--- src/sv/psfd_pkg.sv ---
// Shared types and constants for the polygon stream fan decoder.
// No dependencies.
package psfd_pkg;

    localparam int VertexSlots  = 256;
    localparam int MaxPolyVerts = 15;
    localparam int BlockBits    = 16;
    localparam int PaletteSize  = 16;

    localparam int SlotW = $clog2(VertexSlots);
    localparam int PvW   = $clog2(MaxPolyVerts);

    localparam logic [1:0] KIND_TRI    = 2'd0;
    localparam logic [1:0] KIND_FRAME  = 2'd1;
    localparam logic [1:0] KIND_STREAM = 2'd2;

    localparam logic [7:0] CODE_END    = 8'hff;
    localparam logic [7:0] CODE_SKIP   = 8'hfe;
    localparam logic [7:0] CODE_STREAM = 8'hfd;

    typedef enum logic [3:0] {
        PH_FLAGS, PH_MASK_HI, PH_MASK_LO, PH_PAL_HI, PH_PAL_LO, PH_VCOUNT,
        PH_VX, PH_VY, PH_POLY, PH_PIDX, PH_PX, PH_PY, PH_SKIP
    } phase_t;

    // Commands from the controller to the datapath.
    typedef struct packed {
        logic       emit_marker; // load a frame or stream end result
        logic [1:0] marker_kind;
        logic       emit_clear;  // load a clear triangle
        logic       clear_second;
        logic       emit_fan;    // load fan triangle fan_index
        logic [PvW-1:0] fan_index;
        logic       mark_last;
    } dp_cmd_t;

    // Status from the datapath to the controller.
    typedef struct packed {
        logic out_busy;
    } dp_stat_t;

    typedef struct packed {
        logic [1:0] kind;
        logic [8:0] ax, ay, bx, by, cx, cy;
        logic [7:0] color;
        logic       last;
    } result_t;

    function automatic logic [7:0] pack_rgb(input logic [15:0] rgb);
        pack_rgb = {rgb[1:0], rgb[6:4], rgb[10:8]};
    endfunction

endpackage

--- src/sv/psfd_datapath.sv ---
// Datapath: polygon vertex buffer and the output result register.
// Depends on psfd_pkg.
module psfd_datapath
    import psfd_pkg::*;
(
    input  logic             clk,
    input  logic             rst_n,
    input  dp_cmd_t          cmd,
    input  logic [PvW-1:0]   vert_wr_idx,
    input  logic             vert_we,
    input  logic [7:0]       vert_x,
    input  logic [7:0]       vert_y,
    input  logic [7:0]       fan_color,
    output dp_stat_t         stat,
    output logic             out_valid,
    input  logic             out_ready,
    output result_t          out_res
);
    logic [7:0] px_reg [MaxPolyVerts];
    logic [7:0] py_reg [MaxPolyVerts];
    logic       valid_reg, valid_next;
    result_t    res_reg, res_next;
    logic       load;
    logic [PvW-1:0] ib, ic;

    always_ff @(posedge clk)
    begin
        if (vert_we)
        begin
            px_reg[vert_wr_idx] <= vert_x;
            py_reg[vert_wr_idx] <= vert_y;
        end
    end

    assign load = cmd.emit_marker | cmd.emit_clear | cmd.emit_fan;
    assign ib = cmd.fan_index + PvW'(2);
    assign ic = cmd.fan_index + PvW'(1);

    always_comb
    begin
        res_next = res_reg;
        valid_next = valid_reg & ~out_ready;
        if (load)
        begin
            valid_next = 1'b1;
            res_next = '0;
            res_next.last = cmd.mark_last;
            if (cmd.emit_marker)
            begin
                res_next.kind = cmd.marker_kind;
            end
            else if (cmd.emit_clear)
            begin
                res_next.kind = KIND_TRI;
                if (!cmd.clear_second)
                begin
                    res_next.by = 9'd200; res_next.cx = 9'd256; res_next.cy = 9'd200;
                end
                else
                begin
                    res_next.ax = 9'd256; res_next.ay = 9'd200; res_next.bx = 9'd256;
                end
            end
            else
            begin
                res_next.kind  = KIND_TRI;
                res_next.ax    = {1'b0, px_reg[0]};
                res_next.ay    = {1'b0, py_reg[0]};
                res_next.bx    = {1'b0, px_reg[ib]};
                res_next.by    = {1'b0, py_reg[ib]};
                res_next.cx    = {1'b0, px_reg[ic]};
                res_next.cy    = {1'b0, py_reg[ic]};
                res_next.color = fan_color;
            end
        end
    end

    always_ff @(posedge clk or negedge rst_n)
    begin
        if (!rst_n)
            valid_reg <= 1'b0;
        else
            valid_reg <= valid_next;
    end

    always_ff @(posedge clk)
    begin
        res_reg <= res_next;
    end

    assign stat.out_busy = valid_reg & ~out_ready;
    assign out_valid = valid_reg;
    assign out_res = res_reg;
endmodule

--- src/sv/psfd_ctrl.sv ---
// Controller: stream parser state machine, palette, vertex table and fan sequencing.
// Depends on psfd_pkg.
module psfd_ctrl
    import psfd_pkg::*;
(
    input  logic           clk,
    input  logic           rst_n,
    input  logic           in_valid,
    output logic           in_ready,
    input  logic [7:0]     in_byte,
    input  dp_stat_t       stat,
    output dp_cmd_t        cmd,
    output logic [PvW-1:0] vert_wr_idx,
    output logic           vert_we,
    output logic [7:0]     vert_x,
    output logic [7:0]     vert_y,
    output logic [7:0]     fan_color
);
    typedef enum logic [1:0] { S_IN, S_FETCH, S_CLEAR2, S_FAN } seq_t;

    logic [7:0] vxs_mem [VertexSlots];
    logic [7:0] vys_mem [VertexSlots];
    logic [7:0] rdx_reg, rdy_reg;

    seq_t    seq_reg, seq_next;
    phase_t  ph_reg, ph_next;
    logic [2:0]  flags_reg, flags_next;
    logic [15:0] mask_reg, mask_next;
    logic [7:0]  hi_reg, hi_next;
    logic [7:0]  cmap_reg [PaletteSize];
    logic [7:0]  vtot_reg, vtot_next;
    logic [7:0]  vcnt_reg, vcnt_next;
    logic [3:0]  pcnt_reg, pcnt_next;
    logic [3:0]  pcol_reg, pcol_next;
    logic [7:0]  pend_reg, pend_next;
    logic [BlockBits-1:0] pos_reg, pos_next;
    logic [PvW-1:0] fan_reg, fan_next, fan_last_reg, fan_last_next;

    logic        take, can_issue;
    logic        cmap_we;
    logic [3:0]  cmap_idx;
    logic [3:0]  top_bit;
    logic        tbl_we;
    logic [SlotW-1:0] tbl_idx;
    logic        fetch_req;
    logic [3:0]  fan_cnt;
    logic        vert_take;
    logic [7:0]  vx_in, vy_in;
    logic        start_clear;

    assign can_issue = ~stat.out_busy;
    assign in_ready  = (seq_reg == S_IN) & can_issue;
    assign take      = in_valid & in_ready;

    // Highest set bit of the stored palette mask; the next palette word loads entry 15 minus this bit.
    always_comb
    begin
        top_bit = 4'd0;
        for (int b = 0; b < 16; b++)
        begin
            if (mask_reg[b])
            begin
                top_bit = 4'(b);
            end
        end
    end

    always_comb
    begin
        seq_next = seq_reg;   ph_next = ph_reg;     flags_next = flags_reg;
        mask_next = mask_reg; hi_next = hi_reg;     vtot_next = vtot_reg;
        vcnt_next = vcnt_reg; pcnt_next = pcnt_reg; pcol_next = pcol_reg;
        pend_next = pend_reg; pos_next = pos_reg;   fan_next = fan_reg;
        fan_last_next = fan_last_reg;
        cmd = '0;
        cmap_we = 1'b0; cmap_idx = '0;
        tbl_we = 1'b0; tbl_idx = SlotW'(vcnt_reg);
        fetch_req = 1'b0;
        vert_take = 1'b0; vx_in = pend_reg; vy_in = in_byte;
        start_clear = 1'b0;
        fan_cnt = (pcnt_reg > 4'(MaxPolyVerts)) ? 4'(MaxPolyVerts) : pcnt_reg;

        case (seq_reg)
            S_IN:
            begin
                if (take)
                begin
                    pos_next = pos_reg + BlockBits'(1);
                    case (ph_reg)
                        PH_MASK_HI:
                        begin
                            hi_next = in_byte; ph_next = PH_MASK_LO;
                        end
                        PH_MASK_LO:
                        begin
                            mask_next = {hi_reg, in_byte};
                            if (mask_next != 16'd0) ph_next = PH_PAL_HI;
                            else start_clear = 1'b1;
                        end
                        PH_PAL_HI:
                        begin
                            hi_next = in_byte; ph_next = PH_PAL_LO;
                        end
                        PH_PAL_LO:
                        begin
                            cmap_we = 1'b1;
                            cmap_idx = 4'd15 - top_bit;
                            mask_next[top_bit] = 1'b0;
                            if (mask_next != 16'd0) ph_next = PH_PAL_HI;
                            else start_clear = 1'b1;
                        end
                        PH_VCOUNT:
                        begin
                            vtot_next = in_byte; vcnt_next = '0;
                            ph_next = (in_byte == 8'd0) ? PH_POLY : PH_VX;
                        end
                        PH_VX:
                        begin
                            pend_next = in_byte; ph_next = PH_VY;
                        end
                        PH_VY:
                        begin
                            tbl_we = 1'b1;
                            vcnt_next = vcnt_reg + 8'd1;
                            ph_next = (vcnt_next == vtot_reg) ? PH_POLY : PH_VX;
                        end
                        PH_POLY:
                        begin
                            if (in_byte == CODE_END)
                            begin
                                cmd.emit_marker = 1'b1; cmd.marker_kind = KIND_FRAME;
                                cmd.mark_last = 1'b1; ph_next = PH_FLAGS;
                            end
                            else if (in_byte == CODE_SKIP)
                            begin
                                cmd.emit_marker = 1'b1; cmd.marker_kind = KIND_FRAME;
                                cmd.mark_last = 1'b1;
                                ph_next = (pos_next == '0) ? PH_FLAGS : PH_SKIP;
                            end
                            else if (in_byte == CODE_STREAM)
                            begin
                                cmd.emit_marker = 1'b1; cmd.marker_kind = KIND_STREAM;
                                cmd.mark_last = 1'b1; pos_next = '0; ph_next = PH_FLAGS;
                            end
                            else
                            begin
                                pcnt_next = in_byte[3:0]; pcol_next = in_byte[7:4];
                                vcnt_next = '0;
                                if (in_byte[3:0] != 4'd0)
                                    ph_next = flags_reg[2] ? PH_PIDX : PH_PX;
                            end
                        end
                        PH_PIDX:
                        begin
                            fetch_req = 1'b1; seq_next = S_FETCH;
                        end
                        PH_PX:
                        begin
                            pend_next = in_byte; ph_next = PH_PY;
                        end
                        PH_PY:
                        begin
                            ph_next = PH_PX; vert_take = 1'b1;
                        end
                        PH_SKIP:
                        begin
                            if (pos_next == '0) ph_next = PH_FLAGS;
                        end
                        default:
                        begin
                            flags_next = in_byte[2:0];
                            if (in_byte[1])
                            begin
                                ph_next = PH_MASK_HI;
                            end
                            else
                            begin
                                start_clear = 1'b1;
                            end
                        end
                    endcase
                end
            end
            S_FETCH:
            begin
                vx_in = rdx_reg; vy_in = rdy_reg; vert_take = 1'b1;
                seq_next = S_IN;
            end
            S_CLEAR2:
            begin
                if (can_issue)
                begin
                    cmd.emit_clear = 1'b1; cmd.clear_second = 1'b1;
                    cmd.mark_last = 1'b1; seq_next = S_IN;
                end
            end
            S_FAN:
            begin
                if (can_issue)
                begin
                    cmd.emit_fan = 1'b1; cmd.fan_index = fan_reg;
                    cmd.mark_last = (fan_reg == fan_last_reg);
                    fan_next = fan_reg + PvW'(1);
                    if (fan_reg == fan_last_reg) seq_next = S_IN;
                end
            end
            default: seq_next = S_IN;
        endcase

        if (vert_take)
        begin
            vcnt_next = vcnt_reg + 8'd1;
            if (vcnt_next >= {4'd0, pcnt_reg})
            begin
                ph_next = PH_POLY;
                if (fan_cnt >= 4'd3)
                begin
                    fan_next = '0;
                    fan_last_next = PvW'(fan_cnt - 4'd3);
                    seq_next = S_FAN;
                end
                else
                begin
                    seq_next = S_IN;
                end
            end
        end

        // End of the frame header: if flag bit 0 is set, the first clear triangle goes out with this byte.
        if (start_clear)
        begin
            ph_next = flags_next[2] ? PH_VCOUNT : PH_POLY;
            if (flags_next[0])
            begin
                cmd.emit_clear = 1'b1; seq_next = S_CLEAR2;
            end
        end
    end

    assign vert_we     = vert_take & (vcnt_reg < 8'(MaxPolyVerts));
    assign vert_wr_idx = PvW'(vcnt_reg);
    assign vert_x      = vx_in;
    assign vert_y      = vy_in;
    assign fan_color   = cmap_reg[pcol_reg];

    always_ff @(posedge clk)
    begin
        if (tbl_we)
        begin
            vxs_mem[tbl_idx] <= pend_reg;
            vys_mem[tbl_idx] <= in_byte;
        end
        if (fetch_req)
        begin
            rdx_reg <= vxs_mem[SlotW'(in_byte)];
            rdy_reg <= vys_mem[SlotW'(in_byte)];
        end
    end

    always_ff @(posedge clk or negedge rst_n)
    begin
        if (!rst_n)
        begin
            seq_reg <= S_IN;   ph_reg <= PH_FLAGS; flags_reg <= '0;
            mask_reg <= '0;    hi_reg <= '0;       vtot_reg <= '0;
            vcnt_reg <= '0;    pcnt_reg <= '0;     pcol_reg <= '0;
            pend_reg <= '0;    pos_reg <= '0;      fan_reg <= '0;
            fan_last_reg <= '0;
            for (int i = 0; i < PaletteSize; i++) cmap_reg[i] <= '0;
        end
        else
        begin
            seq_reg <= seq_next;
            ph_reg <= ph_next;    flags_reg <= flags_next;
            mask_reg <= mask_next; hi_reg <= hi_next; vtot_reg <= vtot_next;
            vcnt_reg <= vcnt_next; pcnt_reg <= pcnt_next; pcol_reg <= pcol_next;
            pend_reg <= pend_next; pos_reg <= pos_next; fan_reg <= fan_next;
            fan_last_reg <= fan_last_next;
            if (cmap_we)
                cmap_reg[cmap_idx] <= pack_rgb({hi_reg, in_byte});
        end
    end
endmodule

--- src/sv/polygon_stream_fan_decoder_core.sv ---
// Polygon stream fan decoder: one byte in, zero to thirteen results out.
// Output: a marker or the first clear triangle is on the output right after the edge that
// accepts its byte; a fan's triangles are issued from S_FAN, entered after its last vertex (via S_FETCH if indexed).
// Input: one byte per cycle while the output is not stalled; an indexed vertex adds the S_FETCH
// table read, a clear its S_CLEAR2 state, and a fan holds the input until its last triangle is issued.
// Reset (rst_n low, asynchronous): parser expects frame flags, color map cleared.
module polygon_stream_fan_decoder_core
    import psfd_pkg::*;
(
    input  logic        clk,
    input  logic        rst_n,
    input  logic        s_tvalid,
    output logic        s_tready,
    input  logic [7:0]  s_tdata,   // stream_byte[7:0]
    output logic        m_tvalid,
    input  logic        m_tready,
    output logic [1:0]  m_tuser,   // kind[1:0]
    // ax[8:0], ay[17:9], bx[26:18], by[35:27], cx[44:36], cy[53:45], color[61:54],
    // zero fill[63:62]
    output logic [63:0] m_tdata,
    output logic        m_tlast    // last result of the beat's byte
);
    dp_cmd_t        cmd;
    dp_stat_t       stat;
    logic [PvW-1:0] vidx;
    logic           vwe;
    logic [7:0]     vx, vy, fcol;
    result_t        res;

    // The controller parses bytes and sequences fans; the datapath holds the
    // polygon vertices and the output register.
    psfd_ctrl u_ctrl (
        .clk, .rst_n,
        .in_valid(s_tvalid), .in_ready(s_tready), .in_byte(s_tdata),
        .stat, .cmd(cmd), .vert_wr_idx(vidx), .vert_we(vwe),
        .vert_x(vx), .vert_y(vy), .fan_color(fcol)
    );

    psfd_datapath u_dp (
        .clk, .rst_n, .cmd(cmd), .vert_wr_idx(vidx), .vert_we(vwe),
        .vert_x(vx), .vert_y(vy), .fan_color(fcol), .stat,
        .out_valid(m_tvalid), .out_ready(m_tready), .out_res(res)
    );

    assign m_tuser = res.kind;
    assign m_tdata = {2'b00, res.color, res.cy, res.cx, res.by, res.bx, res.ay, res.ax};
    assign m_tlast = res.last;
endmodule

--- config.mk ---
export PLATFORM = sky130hd
export DESIGN_NAME = polygon_stream_fan_decoder_core
export DESIGN_NICKNAME = d
export VERILOG_FILES = /design/src/sv/psfd_pkg.sv /design/src/sv/psfd_datapath.sv /design/src/sv/psfd_ctrl.sv /design/src/sv/polygon_stream_fan_decoder_core.sv
export SDC_FILE = /design/constraint.sdc
export NUM_CORES = 2
export LEC_CHECK = 0
export ABC_AREA = 0
export BUFFER_PORTS_ARGS = -buffer_cell sky130_fd_sc_hd__buf_2
export CORE_MARGIN = 4
export CORE_UTILIZATION = 60
export CTS_CLUSTER_DIAMETER = 60
export CTS_CLUSTER_SIZE = 8
export DETAILED_ROUTE_END_ITERATION = 6
export PLACE_DENSITY = 0.76
export SYNTH_ARGS = -nofsm -noshare
export SYNTH_HDL_FRONTEND = slang
export SYNTH_HIERARCHICAL = 1
export SYNTH_MEMORY_MAX_BITS = 65536
export SYNTH_SLANG_ARGS = --single-unit
--- constraint.sdc ---
create_clock -name clk -period 6.4 [get_ports clk]
set_input_delay 0.32 -clock clk [delete_from_list [all_inputs] [get_ports clk]]
set_output_delay 0.32 -clock clk [all_outputs]
set_load 0.01 [all_outputs]
# Word level (Yosys, flattened, before mapping)
# Memories as Yosys holds them, arrays and structs flattened. A register that Yosys moved wholly into a read port is not among the register bits.
# Index checks and enable logic that the tools add are counted.
[word_totals] ff_bits=283 mem_bits_rw=4336 input_bits=12 out_inout_bits=69 elab_cells=258 mem_count=4
[memory_table] memory="u_ctrl.vxs_mem" words=256 word_bits=8 rd=1 rd_ports_with_merged_regs=1 write_ports=1 line="psfd_ctrl.sv:21" rtl="logic [7:0] vxs_mem [VertexSlots];"
[memory_table] memory="u_ctrl.vys_mem" words=256 word_bits=8 rd=1 rd_ports_with_merged_regs=1 write_ports=1 line="psfd_ctrl.sv:22" rtl="logic [7:0] vys_mem [VertexSlots];"
[memory_table] memory="u_dp.px_reg" words=15 word_bits=8 rd=3 rd_ports_with_merged_regs=0 write_ports=1 line="psfd_datapath.sv:19" rtl="logic [7:0] px_reg [MaxPolyVerts];"
[memory_table] memory="u_dp.py_reg" words=15 word_bits=8 rd=3 rd_ports_with_merged_regs=0 write_ports=1 line="psfd_datapath.sv:20" rtl="logic [7:0] py_reg [MaxPolyVerts];"
[op_classes] n_addsub=7 magnitude_cmp=9 n_eq_ne=23 muxes=125 bitwise_logic=17 n_reduce_logical=27
[op_table] cell="4-bit two-way mux" n=34
[op_table] cell="128-bit bitwise mux" n=1
[op_table] cell="8-bit two-way mux" n=11
[op_table] cell="16-bit two-way mux" n=4
[op_table] cell="53-bit two-way mux" n=1
[op_table] cell="4-bit one-hot mux with 12 select lines" n=1
[op_table] cell="3-bit two-way mux" n=13
[op_table] cell="8-bit binary-select mux with 4-bit select" n=1
[op_table] cell="8-bit demux with 4-bit select" n=1
[op_table] cell="2-bit two-way mux" n=16
[op_table] cell="16-bit one-hot mux with 2 select lines" n=1
[op_table] cell="16-bit nonzero test" n=2
[op_table] cell="1-bit two-way mux" n=31
[op_table] cell="27-bit two-way mux" n=1
[op_table] cell="26-bit two-way mux" n=1
[op_table] cell="8-bit equality test, second input constant" n=3
[op_table] cell="8-bit one-hot mux with 3 select lines" n=1
[op_table] cell="4-bit equality test, second input constant" n=5
[op_table] cell="3-bit AND reduction" n=6
[op_table] cell="16-bit by 1-bit adder with 16-bit output, second input constant" n=1
[op_table] cell="16-bit bitwise AND" n=1
[op_table] cell="4-bit by 3-bit equality test with 1-bit output, second input constant" n=4
[op_table] cell="16-bit zero test" n=1
[op_table] cell="16-bit NOT" n=1
[op_table] cell="other kinds (40)" n=66

# Depth between registers and ports, before layout
[logic_depth] word_depth=30 mapped_depth=16 depth_no_buf=13

# By module
# The synthesis kept the hierarchy.
[by_module_without_submodules] module="psfd_ctrl" instances=1 cells_per_inst=7149 area_per_inst_um2=168145.0 seq_area_each_um2=128883.6
[by_module_without_submodules] module="psfd_datapath" instances=1 cells_per_inst=767 area_per_inst_um2=13477.9 seq_area_each_um2=9063.7
[by_module_without_submodules] module="polygon_stream_fan_decoder_core" instances=1 cells_per_inst=3 area_per_inst_um2=18.8 seq_area_each_um2=0.0

# Least setup slack after synthesis
# No wires, ideal clock.
[synth_timing] path_kind="reg2reg" startpoint="reg u_ctrl.mask_reg[13]" endpoint="reg u_dp.res_reg (netlist bit u_dp/out_res[0]) (enable)" setup_time_ns=0.422 arrival_time_ns=3.943 required_time_ns=5.978 path_slack_ns=2.035 stages_incl_launch_ff=12 path_buffers=1 period_less_slack_ns=4.365 cell_sequence="dfrtp_1 clkbuf_1 nor4_4 nand3b_2 a21oi_1 maj3_1 o2111ai_1 nand4bb_1 or2_2 and2_1 o21bai_1 or3_1"
[synth_rtl] element="from (decl)" line="psfd_ctrl.sv:28" rtl="logic [15:0] mask_reg, mask_next;"
[synth_rtl] element="from (signal assigned)" line="psfd_ctrl.sv:275" rtl="mask_reg <= mask_next; hi_reg <= hi_next; vtot_reg <= vtot_next;"
[synth_rtl] element="to (signal assigned)" line="psfd_datapath.sv:88" rtl="res_reg <= res_next;"
[synth_rtl] element="to (decl)" line="psfd_datapath.sv:22" rtl="result_t res_reg, res_next;"

# Final worst setup path
[layout_timing] startpoint="reg u_dp.valid_reg, in the netlist u_dp/out_valid" endpoint="mem u_ctrl.vxs_mem[219][2] (enable)"
[layout_between] elab_chain_len=8
[layout_lines] element="from (decl)" line="psfd_datapath.sv:21" rtl="logic valid_reg, valid_next;"
[layout_lines] element="from (signal assigned)" line="psfd_datapath.sv:83" rtl="valid_reg <= valid_next;"
[layout_lines] element="1-bit bitwise AND" line="psfd_datapath.sv:91" rtl="assign stat.out_busy = valid_reg & ~out_ready;"
[layout_lines] element="via stat" line="polygon_stream_fan_decoder_core.sv:24" rtl="dp_stat_t stat;"
[layout_lines] element="1-bit NOT" line="psfd_ctrl.sv:51" rtl="assign can_issue = ~stat.out_busy;"
[layout_lines] element="1-bit bitwise AND" line="psfd_ctrl.sv:52" rtl="assign in_ready = (seq_reg == S_IN) & can_issue;"
[layout_lines] element="1-bit bitwise AND" line="psfd_ctrl.sv:53" rtl="assign take = in_valid & in_ready;"
[layout_lines] element="1-bit two-way mux" line="psfd_ctrl.sv:86" rtl="if (take)"
[layout_lines] element="1-bit two-way mux" line="psfd_ctrl.sv:83" rtl="case (seq_reg)"
[layout_lines] element="1-bit two-way mux" line="psfd_ctrl.sv:248" rtl="if (tbl_we)"
[layout_lines] element="1-bit two-way mux (not written as such)" line="psfd_ctrl.sv:250" rtl="vxs_mem[tbl_idx] <= pend_reg;"
[layout_lines] element="to (decl)" line="psfd_ctrl.sv:21"
# The timed path passes the listed nets, and every way through them passes these cells.

==> summary.txt <==
Status
  • Outcome: finished, violations left
  • Failing checks: DRC, capacitance limit

Power
  • Leak: 66.3 nW
  • Peak VDD IR: roughly 0.36 mV
  • Cell Pwr Density: between 300 and 400 mW/mm2

Finish
  • Cell Count, Final, Fillers Out: 12.7k
  • Design area: about 0.21 mm2
  • Final nets: approximately 8.6k
  • Fraction of layout cells with a size suffix above 1: about 34%
  • Area grow syn2layout: 13.9%
  • Fillers: approximately 16k
  • Post-Route Utilization: slightly below 70%

Timing
  • Slew @ Worst Pin: between 1000 and 1500 ps
  • Fin. Hold Viols: 0
  • Post-route minimum period: 5200 ps
  • Setup TNS: 0 ps
  • Rel. slew slack: less than 1%
  • FMAX: roughly 190 MHz
  • RSZ-0062 raised after global routing: no
  • Crit share post-route: about four fifths
  • Final setup viols: 0
  • Final setup margin: roughly 1200 ps
  • Slew Limit Fails: 0
  • Clock Skews: a little over 70 ps

Placement
  • Pre-CTS setup slack: around 1300 ps
  • Placer Congestion: between 0.8 and 0.9
  • Area after DPL: ~0.19 mm2
  • Dpl hpwl: between 200000 and 300000 um
  • Inst Count DP: 11.9k
  • PortBufs: between 70 and 80

Synthesis
  • Synth Flop Type: edfxtp_1
  • Synth cell count leaders: edfxtp_1, mux4_2, nor2_1
  • Post-synth EDFFs: between 4k and 5k
  • Yosys warns: 6
  • Most frequent cell after synthesis: edfxtp_1
  • Library cells used by synthesis: between 70 and 80
  • Synth top area cells: edfxtp_1, mux4_2, dfrtp_1, mux2_2, nor2_1
  • Area share of the largest cell type after synthesis: around 73%
  • Area leader, netlist: edfxtp_1
  • Avg Cell Area, Syn: about 23 um2
  • #FFs+latches synth: between 4k and 5k
  • Post-Syn Instances: 7919
  • Sequential fraction of the synthesis area: 75.9%
  • Async set or reset register ratio after synthesis: approximately 4.7%
  • Mapped cell area: 0.182 mm2

Global routing
  • Initial antenna violation count: 46
  • Grt total ovfl: 0
  • Vias in the first global route: around 95k
  • Pin count of the biggest net entering global routing: between 150 and 200
  • Gr usage total: about a third
  • First-pass GRT wire length: 714000 um

Floorplanning
  • DIE AREA: about 0.31 mm2
  • Chip height: 558 um
  • Die W: around 560 um
  • Core Area: ~0.3 mm2
  • Initial core utilization: around three fifths
  • Total I/O pin count: 81
  • Row count: 201

Clock network
  • CTS tree: built
  • H-tree depth: 6
  • Maximum clock path buffer count: 4
  • Setup bufs post-CTS: 0
  • Clock root cell: clkbuf_16
  • Cts bufs inserted: between 600 and 700
  • Worst skew pair latency: around 1100 ps
  • Num Clock Sinks: about 4.6k
  • Clk slew on worst S/H paths: around 50 ps

Worst hold path
  • Hold Crit Depth: 2
  • Hold Crit Class: in -> reg
  • Hold Startpoint: s_tdata[3]
  • Endpoint, Worst Hold: u_ctrl/vys_mem[30][3]

Detailed routing
  • Pre-Repair DR Iteration Count: 7
  • WL/cell: 39.2 um
  • Drt drc: 74
  • Vias per cell: 7.40
  • Routed WL: about 500000 um
  • Via count: around 94k
  • Antenna-violating nets left: 0
  • First DRT Iteration DRCs: between 15k and 20k

Worst setup path
  • Required time of the critical path: 7010 ps
  • Setup slack, reg-to-reg: roughly 1200 ps
  • Critical Path End Type: flop
  • Reg2reg end: u_ctrl/vxs_mem[219][2]
  • CP Data Arrival Time: slightly below 6000 ps
  • Setup CP Type: reg -> reg
  • Largest fanout on the critical path: 17
  • Crit path launch type: flop
  • Path depth of the worst reg2reg path: 8
  • Reg-to-reg critical path startpoint: u_dp/out_valid

Job
  • Maxcap violations: 1
-- layer usage --
metal  GRT usage [%]  vias to the layer above  part of all wire, %
met3            9.20                     1484                   13
met5               0                        -                0.063
met4            14.0                       46                  5.2
met2            50.1                     8374                   48
met1            43.6                    49200                   34
li1                -                    34800                    -
-- worst max-delay path by stage --
stage	start	end	slack [ps]	cells past startpoint
finish	u_dp/out_valid	u_ctrl/vxs_mem[219][2]	1200	8
CTS	u_dp/out_valid	u_ctrl/vxs_mem[219][2]	1470	8
floorplan	u_ctrl/mask_reg[13]	u_dp/out_res[0]	2040	11
global route	u_ctrl/ph_reg[2]	u_ctrl/vxs_mem[219][2]	1160	7
detailed placement	s_tdata[0]	u_ctrl/rdy_reg[0]	1330	8
global placement	s_tdata[0]	u_ctrl/rdx_reg[7]	1350	8
-- critical path, stage by stage, from the launching register on --
cell and delay (ps):
dfrtp_1 370, nor2b_1 250, nor3_1 310, and2_1 200, nand2_1 110, nor2_2 960
nand3_2 1080, buf_4 500, nor2_2 910
-- cell families (layout without fill, tap and decap cells) --
family                     Yosys count  count (layout)  synth area share [%]
muxes                             1710            1710                  19.7
xor gates and xnor gates            30              30                 0.145
AOI/OAI and AO/OA                  337             337                  1.23
buffers and inverters              511            1305                  1.20
adders and majority gates           16              16                 0.107
other                                2              34               0.00413
and+or+nand+nor                    683             683                  1.69
DFF                               4630            4630                  75.9
-- metrics by stage --
stage	hold WS, ps	total power [mW]
floorplan	24.4	41.2
global placement	356	43.5
detailed placement	371	43.9
CTS	159	74.8
global route	190	76.9
finish	220	74.8
-- cells in the final DEF (no fill, tap or decap), drive strengths merged, types with 15 or more instances in the layout --
master | Yosys | layout
edfxtp | 4413 | 4413
mux4 | 1469 | 1469
clkbuf | 281 | 706
buf | 194 | 487
nor2 | 346 | 346
dfrtp | 217 | 217
mux2 | 200 | 200
nand2 | 142 | 142
o21ai | 98 | 98
a22oi | 61 | 61
inv | 36 | 56
a21oi | 48 | 48
nand3 | 47 | 47
mux2i | 41 | 41
clkinv | 0 | 41
and2 | 35 | 35
diode | 0 | 29
nor3 | 23 | 23
a31oi | 22 | 22
xnor2 | 18 | 18
o221ai | 16 | 16
nand4 | 15 | 15
nor2b | 15 | 15
-- final cells by class --
cell class	instances	area (um2)	share of cell area, %
flip-flops and latches	4630	138000	66.7
well taps	3958	4950	2.39
clock inverters	64	1490	0.719
clock buffers	706	16500	7.98
diodes	29	72.6	0.0351
repair buffers	499	4110	1.99
multi-input cells	2781	41700	20.1
inverters	36	135	0.0653
-- repair_timing --
item                                   in CTS  in global routing
hold buffers                               13                  0
gates resized for setup                     0                  0
endpoints found under the hold margin     424                  0
-- power breakdown --
group	internal [mW]	total, mW	switching (mW)
combinational	1.98	6.49	4.51
sequential	36.0	37.2	1.19
clock	18.3	31.2	12.8
total	56.3	74.8	18.5
No activity file was read; power rests on OpenSTA's default activity.
